$ cat config.mk
export PLATFORM = sky130hd
export DESIGN_NAME = ppsp_queue
export DESIGN_NICKNAME = d
export VERILOG_FILES = /design/src/rtl/core/ppsp_pkg.sv /design/src/rtl/core/ppsp_queue.sv
export VERILOG_INCLUDE_DIRS = /design/src /design/src/rtl/core
export SDC_FILE = /design/constraint.sdc
export NUM_CORES = 1
export LEC_CHECK = 0
export BUFFER_PORTS_ARGS = -buffer_cell sky130_fd_sc_hd__buf_2
export CAP_MARGIN = 15
export CORE_ASPECT_RATIO = 1.5
export CORE_MARGIN = 2
export CORE_UTILIZATION = 42
export DETAILED_ROUTE_END_ITERATION = 10
export GPL_ROUTABILITY_DRIVEN = 0
export MAX_ROUTING_LAYER = met4
export PLACE_DENSITY_LB_ADDON = 0.25
export SETUP_SLACK_MARGIN = 0.5
export SLEW_MARGIN = 20
export SYNTH_ARGS = -nofsm -noshare
export SYNTH_HDL_FRONTEND = slang
export SYNTH_SLANG_ARGS = --single-unit
$ cat constraint.sdc
create_clock -name clock -period 3.25 [get_ports clock]
set_clock_uncertainty 0.2 [all_clocks]
set_input_delay 0.4875 -clock clock [delete_from_list [all_inputs] [get_ports clock]]
set_output_delay 0.4875 -clock clock [all_outputs]
set_load 0.05 [all_outputs]
$ cat src/rtl/core/palette_pixel_skip_packer_core_macros.svh
// assertion macros shared by the palette skip packer core
// expects signals named clock and reset in the module that uses them
`ifndef PALETTE_PIXEL_SKIP_PACKER_CORE_MACROS_SVH
`define PALETTE_PIXEL_SKIP_PACKER_CORE_MACROS_SVH

// same-cycle implication, off during reset
`define PPSP_ASSERT_IMP(label, ante, cons, msg) \
   label: assert property (@(posedge clock) disable iff (reset) (ante) |-> (cons)) \
      else $error(msg);

// next-cycle implication, off during reset
`define PPSP_ASSERT_NEXT(label, ante, cons, msg) \
   label: assert property (@(posedge clock) disable iff (reset) (ante) |=> (cons)) \
      else $error(msg);

`endif

$ cat src/rtl/core/ppsp_pkg.sv
// types and constants of the palette skip packer core
// no dependencies
`default_nettype none

package ppsp_pkg;

   localparam int PALETTE_DEPTH_DEF = 256;
   localparam int SKIP_WIDTH_DEF    = 24;
   localparam int QUEUE_DEPTH       = 4;

   localparam int CSR_INDEX_W = 3;
   localparam int CSR_DATA_W  = 24;

   localparam logic [CSR_INDEX_W-1:0] CSR_START_OFFSET      = 3'd0;
   localparam logic [CSR_INDEX_W-1:0] CSR_ROW_SKIP          = 3'd1;
   localparam logic [CSR_INDEX_W-1:0] CSR_BYTES_PER_PIXEL   = 3'd2;
   localparam logic [CSR_INDEX_W-1:0] CSR_FRAME_WIDTH       = 3'd3;
   localparam logic [CSR_INDEX_W-1:0] CSR_TRANSPARENT_INDEX = 3'd4;

   localparam logic ACTION_LOAD  = 1'b0;
   localparam logic ACTION_PIXEL = 1'b1;

   // this transparent index also makes index 0 transparent
   localparam logic [7:0] TRANSPARENT_ALL = 8'd255;

   localparam logic [23:0] START_OFFSET_RST = 24'd0;
   localparam logic [17:0] ROW_SKIP_RST     = 18'd0;
   localparam logic [2:0]  BPP_RST          = 3'd4;
   localparam logic [15:0] FRAME_WIDTH_RST  = 16'd1;
   localparam logic [7:0]  TRANSP_RST       = 8'd255;

   typedef struct packed {
      logic       action;
      logic       first_of_frame;
      logic [7:0] color_index;
      logic [7:0] load_red;
      logic [7:0] load_green;
      logic [7:0] load_blue;
   } ppsp_req_type;

   typedef struct packed {
      logic [7:0]  out_red;
      logic [7:0]  out_green;
      logic [7:0]  out_blue;
      logic [23:0] skip_bytes;
   } ppsp_rsp_type;

   // one queued operation for the palette side
   typedef struct packed {
      logic        is_load;
      logic        in_range;
      logic [7:0]  index;
      logic [23:0] rgb;
      logic [23:0] skip;
   } ppsp_entry_type;

endpackage

`default_nettype wire

$ cat src/rtl/core/ppsp_queue.sv
// short fifo between the classifier and the palette side
// depends on ppsp_pkg for the entry type
`default_nettype none

module ppsp_queue
   import ppsp_pkg::*;
#(
   parameter int DEPTH = QUEUE_DEPTH
) (
   input  wire logic           clock,
   input  wire logic           reset,
   input  wire logic           push_valid,
   output logic                push_ready,
   input  wire ppsp_entry_type push_data,
   output logic                pop_valid,
   input  wire logic           pop_ready,
   output ppsp_entry_type      pop_data
);

   localparam int PTR_W = (DEPTH > 1) ? $clog2(DEPTH) : 1;
   localparam int CNT_W = $clog2(DEPTH + 1);
   localparam logic [PTR_W-1:0] PTR_LAST = PTR_W'(DEPTH - 1);
   localparam logic [CNT_W-1:0] CNT_FULL = CNT_W'(DEPTH);

   ppsp_entry_type   slot_ff [DEPTH];
   logic [PTR_W-1:0] wr_ptr_ff, wr_ptr_in;
   logic [PTR_W-1:0] rd_ptr_ff, rd_ptr_in;
   logic [CNT_W-1:0] count_ff, count_in;
   logic             push, pop;

   assign push_ready = (count_ff != CNT_FULL);
   assign pop_valid  = (count_ff != '0);
   assign pop_data   = slot_ff[rd_ptr_ff];
   assign push       = push_valid && push_ready;
   assign pop        = pop_valid && pop_ready;

   always_comb begin
      wr_ptr_in = wr_ptr_ff;
      rd_ptr_in = rd_ptr_ff;
      count_in  = count_ff;
      if (push) begin
         wr_ptr_in = (wr_ptr_ff == PTR_LAST) ? '0 : wr_ptr_ff + 1'b1;
      end
      if (pop) begin
         rd_ptr_in = (rd_ptr_ff == PTR_LAST) ? '0 : rd_ptr_ff + 1'b1;
      end
      if (push && !pop) begin
         count_in = count_ff + 1'b1;
      end else if (pop && !push) begin
         count_in = count_ff - 1'b1;
      end
   end

   always_ff @(posedge clock) begin
      if (reset) begin
         wr_ptr_ff <= '0;
         rd_ptr_ff <= '0;
         count_ff  <= '0;
      end else begin
         wr_ptr_ff <= wr_ptr_in;
         rd_ptr_ff <= rd_ptr_in;
         count_ff  <= count_in;
      end
   end

   always_ff @(posedge clock) begin
      if (push) begin
         slot_ff[wr_ptr_ff] <= push_data;
      end
   end

`include "palette_pixel_skip_packer_core_macros.svh"

   `PPSP_ASSERT_IMP(a_count_bound, 1'b1, count_ff <= CNT_FULL, "queue count above depth")
   `PPSP_ASSERT_NEXT(a_count_up, push && !pop, count_ff == $past(count_ff) + 1'b1, "count missed a push")
   `PPSP_ASSERT_NEXT(a_count_down, pop && !push, count_ff == $past(count_ff) - 1'b1, "count missed a pop")
   `PPSP_ASSERT_IMP(a_ptr_match, count_ff == '0 || count_ff == CNT_FULL, wr_ptr_ff == rd_ptr_ff, "pointers out of step")

endmodule

`default_nettype wire

==> qor.csv, run 1 <==
metric,value,unit
Die ar.,22280,um^2
"Avg Cell Area, Syn",25.22,um^2
Row Count,65,
P_int,6.101,mW
register area share after synthesis,80.75,%
area delta synth->final,25.77,%
fin crit period,2651,ps
final worst path period share,81.57,%
CTS tree,built,
fin nets,608,
Worst Path Arrival,1960,ps
crit path max fanout,29,
DRC,0,
grt met2 use,27.82,%
MaxCap Viol Count,0,
Die W,122.5,um
Sum Neg Setup Slack,0,ps
Routed Antenna Nets,0,
gr usage total,15.53,%
synthesis-stage register bit count,241,
largest net degree at the start of global routing,32,
Final Instance Area,11130,um^2
GRT met1 Usage,17.76,%
CTS Buf Count,22,
first-pass GRT wire length,24960,um
Post-synth ARST share,0,%
port buffer count,121,
combinational power share,29.1,%
Worst setup SP type,flip-flop,
Max Fclk,377.2,MHz
final wirelength,16510,um
share of layout cells above drive strength 1,42.16,%
YS warnings,0,
number of DRC markers in iteration 0,174,
GRT busiest layer,met2,
Hold Path Class,in -> reg,
Crit Path Class,reg -> out,
drt first pass iters,4,
routing usage on met3,2.670,%
Ports,122,
Flop pwr share,42.8,%
Clock Path Buffers,3,
"commonest non-fill, non-tap cells in the layout","232 x edfxtp_1, 121 x buf_2, 58 x mux4_2",
"commonest non-fill, non-tap cell in the layout",edfxtp_1,
via-per-instance ratio,5.049,
Initial Utilization,42.35,%
max_slew headroom,66.02,%
switching power,2.971,mW
clk sink count,241,
status,finished clean,
Final Hold Fails,0,
Final Power,9.072,mW
count of different cell masters after synthesis,27,
initial antenna violation count,1,
clk slew on worst S/H paths,60,ps
Die H,181.8,um
setup slack after layout,599.0,ps
hold slack,10.98,ps
CTS root buf,clkbuf_16,
Core ar.,20900,um^2
Via Count,4160,
WL per Instance,20.04,um
WP data required,2560,ps
cell area after synthesis,8851,um^2
final max-slew violation count,0,
Peak VDD IR,0.0005888,V
Clock Latency Late Sink,490,ps
Switching Share,32.75,%
Syn Inst Count,351,
post-synth net total,420,
post-place setup slack,684.0,ps
vias in the first global route,4606,
number of synthesized flops with an enable pin,232,
Leak,3.765,nW
Placed Area,9832,um^2
Setup Viol. Count Final,0,
unrepaired setup endpoints after global routing,yes,
power density over the cells,815.0,nW/um^2
HPWL Detailed,9227,um
Max H-tree Level,1,
Critical Path End Type,output pin,
clock share of power,28.1,%
total gr overflow,0,
Slew @ Worst Pin,509.7,ps
Synth Flop Type,edfxtp_1,
[worst max-delay path, cell delays in order (launching register included)]
cell and delay (ps):
dfxtp_4 420, buf_16 280, mux4_2 530, buf_2 230
[metrics by stage]
step / std cells / utilization (%)
floorplan: 351 / -
global placement: 731 / 47.04
detailed placement: 731 / 47.04
CTS: 822 / 53.10
global route: 824 / 53.26
finish: 824 / 53.26
[registers in the layout, indices dropped and copies added (netlist names), named ones only]
register   count
slot_ff      232
rd_ptr_ff      2
wr_ptr_ff      2
count_ff       3
[power by group through the flow]
stage / sequential, mW / clock, mW / combinational [mW]
final: 3.88 / 2.55 / 2.64
after global routing: 3.91 / 2.73 / 2.80
after CTS: 3.88 / 2.62 / 2.67
after detailed placement: 3.95 / 0 / 2.56
after global placement: 3.92 / 0 / 2.53
after floorplan: 3.89 / 0 / 2.00
[cells by family after synthesis]
| family | synth area share (%) |
|---|---|
| AND/OR/NAND/NOR | 1.201 |
| flip-flops | 80.75 |
| XOR/XNOR | 0.1979 |
| multiplexers | 15.10 |
| buffers and inverters | 1.286 |
| AO/OA/AOI/OAI | 0.3958 |
| adder cells (fa/ha/maj) | 1.074 |
[Yosys cell counts (3+ instances only)]
library cell	count	area, um^2
and3_2	4	30.03
buf_1	3	11.26
buf_2	4	20.02
buf_4	3	22.52
buf_6	4	45.04
dfxtp_1	9	180.2
edfxtp_1	232	6967
ha_1	6	75.07
inv_1	3	11.26
mux2i_1	3	30.03
mux4_2	58	1306
nor2_1	3	11.26
[layer usage]
metal / share of wire [%] / wire (um)
met1: 40 / 6540
met2: 55 / 9055
met3: 3.8 / 627
met4: 1.8 / 289
met5: 0 / 0
[final cells by class]
cell class                 count  area (um^2)
antenna                        1        2.502
clock buffer                  27        590.6
clock inverter                13        136.4
fill                        1637         9769
inverter                       3        11.26
multi-input combinational     92         1610
sequential                   241         7154
tap                          268        335.3
timing repair buffer         179         1291
[path summary, 6_finish.rpt]
path / to / slack [ps] / cells past startpoint / startpoint
max: pop_data[48] / 600 / 3 / flip-flop
min: slot_ff[0][6] / 10 / 1 / push_data[6]
max reg2reg: count_ff[2] / 700 / 8 / count_ff[1]
min reg2reg: flip-flop / 290 / 2 / rd_ptr_ff[0]
[repair_timing]
item	4_1_cts	5_1_grt
endpoints found under the setup margin	58	2
gates cloned	1	1
buffers inserted	1	0
endpoints found under the hold margin	190	0
gates resized for setup	2	1
hold buffers	49	0
Note: power is estimated with default switching activity, not from simulation.
==> run 2: changes to the inputs <==
- clock period: 3.25 -> 2.5 ns (I/O delays scaled with it)
==> run 2 against run 1 <==
The flow now finishes with violations (negative setup slack); count of clock-buffer cells in the layout increased by 1; largest cell class unchanged; total power increased by 50%; die area unchanged; utilization increased by 5.3 points; routed wire length increased by 14%; worst setup slack got worse by 600 ps; final cell count increased by 4.1%; critical endpoint is now pop_data[12]; highest routed layer unchanged.
==> qor.csv, run 2 (synthesis results as in run 1) <==
metric,value,unit,change
status,"finished, violations left",,was finished clean
failing checks,negative setup slack,,
initial antenna violation count,0,,was 1
Worst setup SP type,flip-flop,,unchanged
Initial Utilization,42.35,%,unchanged
unrepaired setup endpoints after global routing,yes,,unchanged
gr usage total,17.45,%,was 15.53%
Critical Path End Type,output pin,,unchanged
Row Count,65,,unchanged
first-pass GRT wire length,27860,um,"was 24,960 um"
largest net degree at the start of global routing,30,,was 32
power density over the cells,1111,nW/um^2,was 815.0 nW/um^2
Crit path buffers/inverters,3,,was 2
clk sink count,241,,unchanged
# fillers,1528,,"was 1,637"
Die ar.,22280,um^2,unchanged
Final Util,58.55,%,was 53.26%
WL per Instance,21.97,um,was 20.04 um
reg2reg path depth,8,,unchanged
dpl cells,729,,was 731
Worst Hold Path EP,wr_ptr_ff[0],,was slot_ff[0][6]
number of DRC markers in iteration 0,192,,was 174
R2R Path Start,count_ff[2],,was count_ff[1]
MaxCap Viol Count,0,,unchanged
drt first pass iters,4,,unchanged
Max H-tree Level,1,,unchanged
Setup Viol. Count Final,3,,was 0
Die W,122.5,um,unchanged
r2r setup slk,330,ps,was 700 ps
Max Fclk,399.2,MHz,
Core ar.,20900,um^2,unchanged
crit-path cells,buf_12 > clkbuf_16 > mux4_2 > buf_6,,was buf_16 > mux4_2 > buf_2
Hold Path Class,in -> reg,,unchanged
HP Start,push_valid,,was push_data[6]
RR Endpoint,count_ff[2],,unchanged
ANT cells,0,,was 1
total gr overflow,0,,unchanged
CTS tree,built,,unchanged
hold slack,95.38,ps,was 10.98 ps
hold path depth,3,,was 1
max_slew headroom,64.37,%,was 66.02%
final wirelength,18850,um,"was 16,510 um"
CTS root buf,clkbuf_16,,unchanged
Leak,4.207,nW,was 3.765 nW
max incr delay on CP,520,ps,was 530 ps
clk slew on worst S/H paths,60,ps,about the same
final worst path period share,100.2,%,
Worst Path Arrival,1930,ps,was 1960 ps
fin nets,641,,was 608
Die H,181.8,um,unchanged
crit path max fanout,6,,was 29
multi-input logic area,1700,um^2,was 1610 um^2
Crit Path Class,reg -> out,,unchanged
area delta synth->final,38.25,%,was 25.77%
biggest regs,"slot_ff x232, count_ff x3",,unchanged
WP data required,1920,ps,was 2560 ps
vias in the first global route,4848,,"was 4,606"
Ports,122,,unchanged
via-per-instance ratio,5.127,,was 5.049
Crit-path slowest cell,mux4_2,,unchanged
"commonest non-fill, non-tap cell in the layout",edfxtp_1,,unchanged
DRC,0,,unchanged
Top reg by flops,slot_ff,,unchanged
Clock Path Buffers,3,,unchanged
port buffer count,121,,unchanged
Crit path max-delay family,multiplexers,,unchanged
FF+latch area,7166,um^2,was 7154 um^2
Final Hold Fails,0,,unchanged
Finished Layout Cells,858,,was 824
"commonest non-fill, non-tap cells in the layout","232 x edfxtp_1, 61 x buf_2, 59 x dlygate4sd3_1",,"was 232 x edfxtp_1, 121 x buf_2, 58 x mux4_2"
Largest register FFs,232,,unchanged
setup slack after layout,-4.791,ps,was 599.0 ps
fin crit period,2505,ps,
share of layout cells above drive strength 1,45.25,%,was 42.16%
CTS Buf Count,24,,was 22
Clock Latency Late Sink,500,ps,was 490 ps
final max-slew violation count,0,,unchanged
Peak VDD IR,0.0006333,V,was 0.0005888 V
Via Count,4399,,"was 4,160"
HPWL Detailed,9409,um,was 9227 um
Slew @ Worst Pin,534.4,ps,was 509.7 ps
Routed Antenna Nets,0,,unchanged
post-place setup slack,162.1,ps,was 684.0 ps
==> run 2: cell count changes in the layout (fill, tap and decap cells not counted), moves of 4 or more <==
cell	previous run	this run
buf_6	0	25
dlygate4sd3_1	49	59
and3_4	4	8
buf_4	0	7
clkbuf_16	24	30
buf_2	121	61
buf_8	1	38
buf_16	2	7
==> run 2: what timing repair did <==
action                     CTS  global route
gates cloned                 9             5
hold buffers                59             0
setup endpoints to repair  294            62
pin swaps                    5             1
buffers inserted             9             3
hold endpoints to repair   240             0
resized for setup          175             4
==> run 2: through the flow <==
stage	total power [mW]	instance area (um^2)	TNS [ps]
2_1_floorplan	7.717	8881	0
3_3_place_gp	8.450	9822	0
3_5_place_dp	8.536	9822	0
4_1_cts	13.53	12070	-257.1
5_1_grt	14.06	12240	-1943
6_report	13.59	12240	-7.277
==> run 2: power breakdown <==
group	switching [mW]	internal [mW]	total (mW)	leakage [nW]
Combinational	2.63	2.16	4.80	1.60
Sequential	0.159	4.91	5.07	2.20
Clock	1.48	2.25	3.72	0.407
==> run 2: layout make-up <==
class	instances	share of cell area [%]
flip-flops and latches	241	58.56
repair buffers	206	17.97
multi-input cells	96	13.90
clock buffers	28	5.205
well taps	268	2.740
clock inverters	16	1.544
inverters	3	0.09202
==> run 2: worst min-delay path, cell delays in order <==
cell     delay [ps]
buf_2           170
nand3_1         120
o31ai_2          80
==> run 2: worst max path at each step <==
stage,start,endpoint,cells after the start
2_1_floorplan,count_ff[2],count_ff[2],9
3_3_place_gp,count_ff[1],count_ff[2],7
3_5_place_dp,count_ff[1],count_ff[2],7
4_1_cts,flip-flop,pop_data[13],4
5_1_grt,flip-flop,pop_data[12],4
6_report,flip-flop,pop_data[12],4
==> run 2: layer usage <==
metal  part of all wire, %  vias to the layer above  routed length, um  global-route usage [%]
met4                   1.5                        0                274                   4.322
li1                      -                     1958                  -                       -
met3                   4.1                       21                764                   2.701
met2                    56                      112              10610                   31.93
met5                     0                        -                  0                       -
met1                    38                     2308               7198                   19.72
