--- config.mk ---
export PLATFORM = sky130hd
export DESIGN_NAME = ppsp_front
export DESIGN_NICKNAME = d
export VERILOG_FILES = /design/src/rtl/core/palette_pixel_skip_packer_core_macros.svh /design/src/rtl/core/ppsp_pkg.sv /design/src/rtl/core/ppsp_front.sv
export SDC_FILE = /design/constraint.sdc
export NUM_CORES = 1
export LEC_CHECK = 0
export ABC_AREA = 0
export BUFFER_PORTS_ARGS = -buffer_cell sky130_fd_sc_hd__buf_2
export CAP_MARGIN = 20
export CORE_MARGIN = 5
export CORE_UTILIZATION = 52
export CTS_BUF_LIST = sky130_fd_sc_hd__clkbuf_2 sky130_fd_sc_hd__clkbuf_4 sky130_fd_sc_hd__clkbuf_8
export CTS_CLUSTER_DIAMETER = 80
export DETAILED_ROUTE_END_ITERATION = 10
export PLACE_DENSITY = 0.75
export SYNTH_ARGS = -nofsm -noshare
export SYNTH_HDL_FRONTEND = slang
export SYNTH_SLANG_ARGS = --single-unit
--- constraint.sdc ---
create_clock -name clock -period 5.8 [get_ports clock]
set_input_delay 0.29 -clock clock [delete_from_list [all_inputs] [get_ports clock]]
set_output_delay 0.29 -clock clock [all_outputs]
set_load 0.01 [all_outputs]
--- src/rtl/core/palette_pixel_skip_packer_core_macros.svh ---
// assertion macros shared by the palette skip packer core
// expects signals named clock and reset in the module that uses them
`ifndef PALETTE_PIXEL_SKIP_PACKER_CORE_MACROS_SVH
`define PALETTE_PIXEL_SKIP_PACKER_CORE_MACROS_SVH

// same-cycle implication, off during reset
`define PPSP_ASSERT_IMP(label, ante, cons, msg) \
   label: assert property (@(posedge clock) disable iff (reset) (ante) |-> (cons)) \
      else $error(msg);

// next-cycle implication, off during reset
`define PPSP_ASSERT_NEXT(label, ante, cons, msg) \
   label: assert property (@(posedge clock) disable iff (reset) (ante) |=> (cons)) \
      else $error(msg);

`endif

--- src/rtl/core/ppsp_pkg.sv ---
// types and constants of the palette skip packer core
// no dependencies
`default_nettype none

package ppsp_pkg;

   localparam int PALETTE_DEPTH_DEF = 256;
   localparam int SKIP_WIDTH_DEF    = 24;
   localparam int QUEUE_DEPTH       = 4;

   localparam int CSR_INDEX_W = 3;
   localparam int CSR_DATA_W  = 24;

   localparam logic [CSR_INDEX_W-1:0] CSR_START_OFFSET      = 3'd0;
   localparam logic [CSR_INDEX_W-1:0] CSR_ROW_SKIP          = 3'd1;
   localparam logic [CSR_INDEX_W-1:0] CSR_BYTES_PER_PIXEL   = 3'd2;
   localparam logic [CSR_INDEX_W-1:0] CSR_FRAME_WIDTH       = 3'd3;
   localparam logic [CSR_INDEX_W-1:0] CSR_TRANSPARENT_INDEX = 3'd4;

   localparam logic ACTION_LOAD  = 1'b0;
   localparam logic ACTION_PIXEL = 1'b1;

   // this transparent index also makes index 0 transparent
   localparam logic [7:0] TRANSPARENT_ALL = 8'd255;

   localparam logic [23:0] START_OFFSET_RST = 24'd0;
   localparam logic [17:0] ROW_SKIP_RST     = 18'd0;
   localparam logic [2:0]  BPP_RST          = 3'd4;
   localparam logic [15:0] FRAME_WIDTH_RST  = 16'd1;
   localparam logic [7:0]  TRANSP_RST       = 8'd255;

   typedef struct packed {
      logic       action;
      logic       first_of_frame;
      logic [7:0] color_index;
      logic [7:0] load_red;
      logic [7:0] load_green;
      logic [7:0] load_blue;
   } ppsp_req_type;

   typedef struct packed {
      logic [7:0]  out_red;
      logic [7:0]  out_green;
      logic [7:0]  out_blue;
      logic [23:0] skip_bytes;
   } ppsp_rsp_type;

   // one queued operation for the palette side
   typedef struct packed {
      logic        is_load;
      logic        in_range;
      logic [7:0]  index;
      logic [23:0] rgb;
      logic [23:0] skip;
   } ppsp_entry_type;

endpackage

`default_nettype wire

--- src/rtl/core/ppsp_front.sv ---
// front end: config registers, row and skip tracking, transparency check
// depends on ppsp_pkg; pushes loads and opaque pixels into the queue
`default_nettype none

module ppsp_front
   import ppsp_pkg::*;
#(
   parameter int PALETTE_DEPTH = PALETTE_DEPTH_DEF,
   parameter int SKIP_WIDTH    = SKIP_WIDTH_DEF
) (
   input  wire logic                   clock,
   input  wire logic                   reset,
   input  wire logic                   csr_valid,
   output logic                        csr_ready,
   input  wire logic [CSR_INDEX_W-1:0] csr_index,
   input  wire logic [CSR_DATA_W-1:0]  csr_data,
   input  wire logic                   req_valid,
   output logic                        req_ready,
   input  wire ppsp_req_type           req_data,
   output logic                        push_valid,
   input  wire logic                   push_ready,
   output ppsp_entry_type              push_data
);

   localparam int SUM_W = ((SKIP_WIDTH > 24) ? SKIP_WIDTH : 24) + 1;
   localparam logic [SUM_W-1:0] SKIP_MAX = {{(SUM_W - SKIP_WIDTH){1'b0}}, {SKIP_WIDTH{1'b1}}};
   localparam logic [SUM_W-1:0] OUT_MAX  = {{(SUM_W - 24){1'b0}}, {24{1'b1}}};
   localparam logic [8:0]       DEPTH_LIM = 9'(PALETTE_DEPTH);

   logic [23:0] start_offset_ff, start_offset_in;
   logic [17:0] row_skip_ff, row_skip_in;
   logic [2:0]  bpp_ff, bpp_in;
   logic [15:0] frame_width_ff, frame_width_in;
   logic [7:0]  transp_ff, transp_in;

   logic [15:0]           column_ff, column_in;
   logic [SKIP_WIDTH-1:0] acc_ff, acc_in;

   logic                  accept, is_pixel, transparent, new_row;
   logic [15:0]           col_base;
   logic [SUM_W-1:0]      start_ext, start_sat, row_sum, row_sat, base, bpp_sum, bpp_sat;

   assign csr_ready = 1'b1;

   always_comb begin
      start_offset_in = start_offset_ff;
      row_skip_in     = row_skip_ff;
      bpp_in          = bpp_ff;
      frame_width_in  = frame_width_ff;
      transp_in       = transp_ff;
      if (csr_valid) begin
         case (csr_index)
            CSR_START_OFFSET:      start_offset_in = csr_data;
            CSR_ROW_SKIP:          row_skip_in     = csr_data[17:0];
            CSR_BYTES_PER_PIXEL:   bpp_in          = csr_data[2:0];
            CSR_FRAME_WIDTH:       frame_width_in  = csr_data[15:0];
            CSR_TRANSPARENT_INDEX: transp_in       = csr_data[7:0];
            default: ;
         endcase
      end
   end

   assign req_ready = push_ready;
   assign accept    = req_valid && req_ready;
   assign is_pixel  = (req_data.action == ACTION_PIXEL);

   assign transparent = (req_data.color_index == transp_ff) ||
                        (req_data.color_index == 8'd0 && transp_ff == TRANSPARENT_ALL);

   // a zero width starts a new row on every pixel
   assign new_row   = !req_data.first_of_frame && (column_ff >= frame_width_ff);

   always_comb begin
      start_ext = SUM_W'(start_offset_ff);
      start_sat = (start_ext > SKIP_MAX) ? SKIP_MAX : start_ext;
      row_sum   = SUM_W'(acc_ff) + SUM_W'(row_skip_ff);
      row_sat   = (row_sum > SKIP_MAX) ? SKIP_MAX : row_sum;
      if (req_data.first_of_frame) begin
         base = start_sat;
      end else if (new_row) begin
         base = row_sat;
      end else begin
         base = SUM_W'(acc_ff);
      end
      bpp_sum = base + SUM_W'(bpp_ff);
      bpp_sat = (bpp_sum > SKIP_MAX) ? SKIP_MAX : bpp_sum;
      col_base = (req_data.first_of_frame || new_row) ? 16'd0 : column_ff;
   end

   always_comb begin
      column_in = column_ff;
      acc_in    = acc_ff;
      if (accept && is_pixel) begin
         column_in = (col_base != 16'hFFFF) ? col_base + 16'd1 : col_base;
         acc_in    = transparent ? bpp_sat[SKIP_WIDTH-1:0] : '0;
      end
   end

   always_ff @(posedge clock) begin
      if (reset) begin
         start_offset_ff <= START_OFFSET_RST;
         row_skip_ff     <= ROW_SKIP_RST;
         bpp_ff          <= BPP_RST;
         frame_width_ff  <= FRAME_WIDTH_RST;
         transp_ff       <= TRANSP_RST;
         column_ff       <= '0;
         acc_ff          <= '0;
      end else begin
         start_offset_ff <= start_offset_in;
         row_skip_ff     <= row_skip_in;
         bpp_ff          <= bpp_in;
         frame_width_ff  <= frame_width_in;
         transp_ff       <= transp_in;
         column_ff       <= column_in;
         acc_ff          <= acc_in;
      end
   end

   // transparent pixels only feed the accumulator
   assign push_valid         = req_valid && (!is_pixel || !transparent);
   assign push_data.is_load  = !is_pixel;
   assign push_data.in_range = ({1'b0, req_data.color_index} < DEPTH_LIM);
   assign push_data.index    = req_data.color_index;
   assign push_data.rgb      = {req_data.load_red, req_data.load_green, req_data.load_blue};
   assign push_data.skip     = (base > OUT_MAX) ? 24'hFFFFFF : base[23:0];

endmodule

`default_nettype wire

==> metrics, run 1 <==
reg2reg start=acc_ff[0]; Mapped Area=7520 um^2; Placed Area=7710 um^2; sequential area share after synthesis=29.0%; Compound-Gate Fraction of Synth Area=22.7%; R2R Setup Slk=0.74 ns; CTS H-Tree Depth=3; total negative slack=0 ns; Clock transition at path regs=0.10 ns; Crit Path Category=reg2reg; number of synthesized register bits=109; Cell Rows=44; top achievable clock speed=198 MHz; type of origin of the critical path=register; clk root buf=clkbuf_8; nets@finish=1137; largest family of logic cells by synthesized area=simple AND/OR/NAND/NOR gates; share of layout cells above drive strength 1=12.6%; GRT overflow=0; Worst Hold Path EP=start_offset_ff[22]; pwr dens=189 nW/um^2; post-synthesis mux area share=0.932%; GR Util All Layers=25.3%; Avg Inst Size Synth=7.35 um^2; fill cell count=1420; post-route cell area=7910 um^2; Post-CTS Hold Buffers=0; top cell type's share of synthesized area=29.0%; Num CTS Buffers=9; Placeable Area=14400 um^2; # diodes=0; worst min-delay path startpoint=csr_data[22]; Final ANT Viol Nets=0; Top FF cell, synth=dfxtp_1; crit end category=register; hold violation total from the final report=0; global-route wire length before repair=34400 um; Min-Delay Path Class=in2reg; IO Port Bufs=76; Initial Util=52.3%; final WL=21500 um; EDFF count, synth=0; cells after synthesis=1023; Post-Synth Adder-Cell Area=6.85%; Setup Fix Bufs, Post-CTS=0; status=finished, final reports clean; die height=130 um; r2r endpoint=acc_ff[4]; synth unique cells=83; post-route clock period utilization=87.2%; Power, Total=1.49 mW; yosys warns=0; asr flop ratio synth=0%; GP Congestion=0.974; synth-to-layout area growth=5.12%; Residual DRC=0; Routed WL per cell=17.6 um; DP Wirelength=16100 um; antenna violations before repair=0; CTS sink count=109; Setup-failing EPs final=0; Die Wd=130 um; Post-Synth XOR/XNOR Area=5.24%; cell taking the most area after synthesis=dfxtp_1; I/O pins=127; Final min period=5.06 ns; VDD IR max=0.182 mV; required time worst endpoint=6.09 ns; Worst-Margin Slew=0.975 ns; largest net degree at the start of global routing=53; vias post-DR=7263; CP Max Fanout=15; worst skew pair latency=0.37 ns; most numerous cell in the Yosys netlist=nand2_1; worst clock skew=0.0139 ns; pins over their slew limit=0; Max-slew headroom=35.0%; Post-CTS Resized=0; Leak=3.12 nW; CP arrival=5.35 ns; Longest Clk Path Bufs=2; total of max-cap violations=0; CTS tree=yes; most frequent cells after synthesis=nand2_1 (227), a21oi_1 (116), dfxtp_1 (109); die area=17000 um^2; Reg2Reg Depth=19; Pre-Repair DR Iteration Count=5; RSZ-0062 raised after global routing=no; DR iter-0 viols=568; Simple-Gate Fraction of Synth Area=26.8%; top cells by area, synth=dfxtp_1 (29%), nand2_1 (11%), a21oi_1 (7.7%), ha_1 (6.3%), buf_4 (3.8%); vias in the first global route=6674; Hold Path Depth=3; Via density=5.96
## flip-flops by register name, indices dropped and copies added, names as in the netlist
name             count
acc_ff              24
start_offset_ff     24
row_skip_ff         18
column_ff           16
frame_width_ff      16
transp_ff            8
bpp_ff               3
## report_power, final
part / switching (mW) / internal [mW] / leakage, nW
clock network: 0.260 / 0.214 / 0.103
logic: 0.166 / 0.0837 / 2.14
registers: 0.00836 / 0.759 / 0.881
## routing by layer
layer | global-route usage, % | part of all wire (%)
met1 | 35.3 | 45
met2 | 39.8 | 45
met3 | 3.72 | 7.2
met4 | 8.99 | 2.7
met5 | 0 | 0
## cells by family after synthesis
kind of cell / after synthesis
AOI/OAI and AO/OA: 268
xor gates and xnor gates: 45
adders and majority gates: 40
buffers and inverters: 125
DFF: 109
muxes: 7
other: 1
and+or+nand+nor: 428
## worst max path at each step
stage | from | to | slack [ns] | cells past startpoint
floorplan | acc_ff[0] | acc_ff[10] | 1.33 | 21
global placement | acc_ff[0] | acc_ff[4] | 1.09 | 19
detailed placement | row_skip_ff[0] | acc_ff[3] | 0.91 | 19
CTS | row_skip_ff[0] | acc_ff[4] | 0.83 | 19
global route | row_skip_ff[0] | acc_ff[8] | 0.48 | 19
finish | acc_ff[0] | acc_ff[4] | 0.74 | 19
## layout by cell type (no fill, tap or decap), drive strengths merged, types with 16 or more instances in the layout
| master | count |
|---|---|
| a21oi | 117 |
| dfxtp | 109 |
| nand4 | 16 |
| ha | 38 |
| nand2 | 228 |
| nor2 | 62 |
| o21ai | 53 |
| xnor2 | 30 |
| nand3 | 45 |
| inv | 33 |
| buf | 87 |
| and3 | 17 |
## per-stage QoR
step           worst slack (ns)  std cells  hold slack [ns]  utilization [%]
2_1_floorplan              1.33       1024            0.414                -
3_3_place_gp               1.09       1204            0.442             53.7
3_5_place_dp              0.908       1204            0.446             53.7
4_1_cts                   0.830       1219            0.140             55.0
5_1_grt                   0.484       1219            0.134             55.0
6_report                  0.743       1219            0.144             55.0
## layout make-up
class	instances	area, um^2	area share [%]
Clock buffer	11	145	1.84
Clock inverter	4	48.8	0.617
Inverter	34	128	1.61
Timing Repair Buffer	87	463	5.86
Multi-Input combinational cell	790	4710	59.6
Tap cell	184	230	2.91
Sequential cell	109	2180	27.6
## critical path, stage by stage (launching register included)
cell and delay (ns):
dfxtp_1 0.37, ha_1 0.19, inv_1 0.06, fa_1 0.40, and2b_4 0.30, o2111ai_2 0.25
a211oi_4 0.40, o21ai_2 0.17, and2_1 0.24, nand3_1 0.09, o21ai_0 0.12, o21ai_0 0.36
fa_1 0.29, a21oi_1 0.13, nor3_4 0.38, nand4b_4 0.23, nor4b_4 0.39, buf_4 0.29
o21ai_0 0.14, a21oi_1 0.20
Note: power is estimated with default switching activity, not from simulation.
==> run 2, diff against run 1 <==
--- a/config.mk
+++ b/config.mk
@@ -9,11 +9,10 @@
 export BUFFER_PORTS_ARGS = -buffer_cell sky130_fd_sc_hd__buf_2
 export CAP_MARGIN = 20
 export CORE_MARGIN = 5
-export CORE_UTILIZATION = 52
+export CORE_UTILIZATION = 40
 export CTS_BUF_LIST = sky130_fd_sc_hd__clkbuf_2 sky130_fd_sc_hd__clkbuf_4 sky130_fd_sc_hd__clkbuf_8
 export CTS_CLUSTER_DIAMETER = 80
 export DETAILED_ROUTE_END_ITERATION = 10
-export PLACE_DENSITY = 0.75
 export SYNTH_ARGS = -nofsm -noshare
 export SYNTH_HDL_FRONTEND = slang
 export SYNTH_SLANG_ARGS = --single-unit
==> run 2 against run 1 <==
  * Routed wire length up 8.1%
  * Clock skew about the same
  * Final area increased by 0.38%
  * Sequential cell count is the same
  * Sequential share of layout area decreased by 0.10 points
  * Via count is 1.4% lower
  * Clock power fell by 5.3%
  * Combinational power about the same
  * Die area increased by 28%
  * Worst setup slack better by 0.13 ns
  * Critical endpoint unchanged
  * Largest cell class unchanged
==> metrics, run 2 (synthesized netlist as in run 1, its figures left out) <==
status=finished, final reports clean; pwr dens=185 nW/um^2 (-1.9%); Routed WL per cell=18.3 um (+4.0%); Longest Clk Path Bufs=2 (unchanged); Leak=3.10 nW (-0.65%); Clock transition at path regs=0.11 ns (about the same); final WL=23200 um (+8.1%); Placeable Area=18600 um^2 (+29%); CP arrival=5.25 ns (-0.10 ns); biggest regs=acc_ff: 24 flops, start_offset_ff: 24 flops, row_skip_ff: 18 flops; multi-input logic area=4710 um^2 (about the same); register area=2180 um^2 (unchanged); r2r endpoint=acc_ff[4]; reg2reg start=acc_ff[0]; CTS sink count=109 (unchanged); CTS H-Tree Depth=3 (unchanged); Initial Util=40.5% (-12 points); required time worst endpoint=6.12 ns (+0.03 ns); Reg2Reg Depth=19 (unchanged); # diodes=0 (unchanged); I/O pins=127 (unchanged); Setup Fix Bufs, Post-CTS=0 (unchanged); fill cell count=1954 (+38%); Worst Hold Path EP=start_offset_ff[21]; worst clock skew=0.0137 ns (-0.000239 ns); GR Util All Layers=21.1% (-4.2 points); DR iter-0 viols=495 (-13%); synth-to-layout area growth=5.52%; worst min-delay path startpoint=csr_data[21]; post-route clock period utilization=84.9% (-2.3 points); nets@finish=1135 (-0.18%); R2R Setup Slk=0.88 ns (+0.13 ns); die area=21600 um^2 (+28%); CTS tree=yes; vias post-DR=7161 (-1.4%); Post-CTS Hold Buffers=0 (unchanged); Hold Path Depth=3 (unchanged); crit end category=register; die height=147 um (+13%); vias in the first global route=6770 (+1.4%); Via density=5.65 (-5.1%); commonest non-fill, non-tap cell in the layout=nand2_1; Setup-failing EPs final=0 (unchanged); Power, Total=1.47 mW (-1.5%); Final min period=4.92 ns (-0.135 ns); share of layout cells above drive strength 1=12.5% (-0.072 points); CP Max Fanout=19 (+4); Num CTS Buffers=9 (unchanged); Crit Path Category=reg2reg; most frequent cells in the layout=nand2_1 (227), a21oi_1 (116), dfxtp_1 (109); clk root buf=clkbuf_8; global-route wire length before repair=37000 um (+7.6%); VDD IR max=0.0914 mV (-50%); RSZ-0062 raised after global routing=no; Worst-Margin Slew=1.06 ns (+0.0830 ns); largest net degree at the start of global routing=73 (+38%); GRT overflow=0 (unchanged); Max-slew headroom=29.4% (-5.6 points); Final ANT Viol Nets=0 (unchanged); Die Wd=147 um (+13%); Residual DRC=0 (unchanged); top achievable clock speed=203 MHz (+2.7%); total of max-cap violations=0 (unchanged); worst skew pair latency=0.40 ns (+0.03 ns); total negative slack=0 ns (unchanged); Pre-Repair DR Iteration Count=5 (unchanged); antenna violations before repair=0 (unchanged); Cell Rows=50 (+14%); GP Congestion=0.882 (-9.5%); Min-Delay Path Class=in2reg; hold violation total from the final report=0 (unchanged); pins over their slew limit=0 (unchanged); DP Wirelength=17000 um (+5.1%); Post-CTS Resized=0 (unchanged); IO Port Bufs=76 (unchanged); type of origin of the critical path=register
==> run 2: cell count changes in the layout (fill, tap and decap cells not counted), sizes merged <==
cell    change
buf         -2
inv         +1
clkinv      +1
bufinv      -1
clkbuf      -1
==> run 2: final cells by class <==
type                            instances  share of cell area, %
Timing Repair Buffer                   85                   5.64
Clock buffer                           10                   1.73
Sequential cell                       109                   27.5
Tap cell                              234                   3.69
Inverter                               34                   1.61
Clock inverter                          5                  0.457
Multi-Input combinational cell        790                   59.4
==> run 2: metrics by stage <==
stage	hold WS [ns]	instance area [um^2]	std cells	setup WS [ns]	util, %
2_1_floorplan	0.414	7520	1024	1.33	-
3_3_place_gp	0.442	7760	1252	1.12	41.8
4_1_cts	0.0914	7940	1267	0.935	42.7
3_5_place_dp	0.449	7760	1252	0.995	41.8
6_report	0.114	7940	1267	0.878	42.7
5_1_grt	0.104	7940	1267	0.513	42.7
==> run 2: worst max path at each step <==
| stage | startpoint | endpoint | slack [ns] | depth (start not counted) |
|---|---|---|---|---|
| 4_1_cts | acc_ff[0] | acc_ff[4] | 0.93 | 19 |
| 3_3_place_gp | acc_ff[0] | acc_ff[19] | 1.12 | 19 |
| 6_report | acc_ff[0] | acc_ff[4] | 0.88 | 19 |
| 5_1_grt | acc_ff[0] | acc_ff[5] | 0.51 | 19 |
| 2_1_floorplan | acc_ff[0] | acc_ff[10] | 1.33 | 21 |
| 3_5_place_dp | acc_ff[0] | acc_ff[19] | 1.0 | 19 |
==> run 2: critical path, cell delays in order, from the launching register on <==
cell and delay (ns):
dfxtp_1 0.36, ha_1 0.17, inv_1 0.05, fa_1 0.41
and2b_4 0.29, o2111ai_2 0.26, a211oi_4 0.41, o21ai_2 0.19
and2_1 0.23, nor3b_1 0.16, o31ai_1 0.24, ha_1 0.24
fa_1 0.22, a21oi_1 0.14, nor3_4 0.34, nand4b_4 0.22
nor4b_4 0.28, buf_4 0.29, o21ai_0 0.13, a21oi_1 0.19
==> run 2: routing by layer <==
layer	wire (um)	GRT usage [%]
met3	1400	3.33
met1	10700	29.1
met2	10600	33.5
met5	0	0
met4	544	7.41
==> run 2: power breakdown <==
part	switching [mW]	internal [mW]
sequential	0.00850	0.760
combinational	0.169	0.0829
clock	0.281	0.168
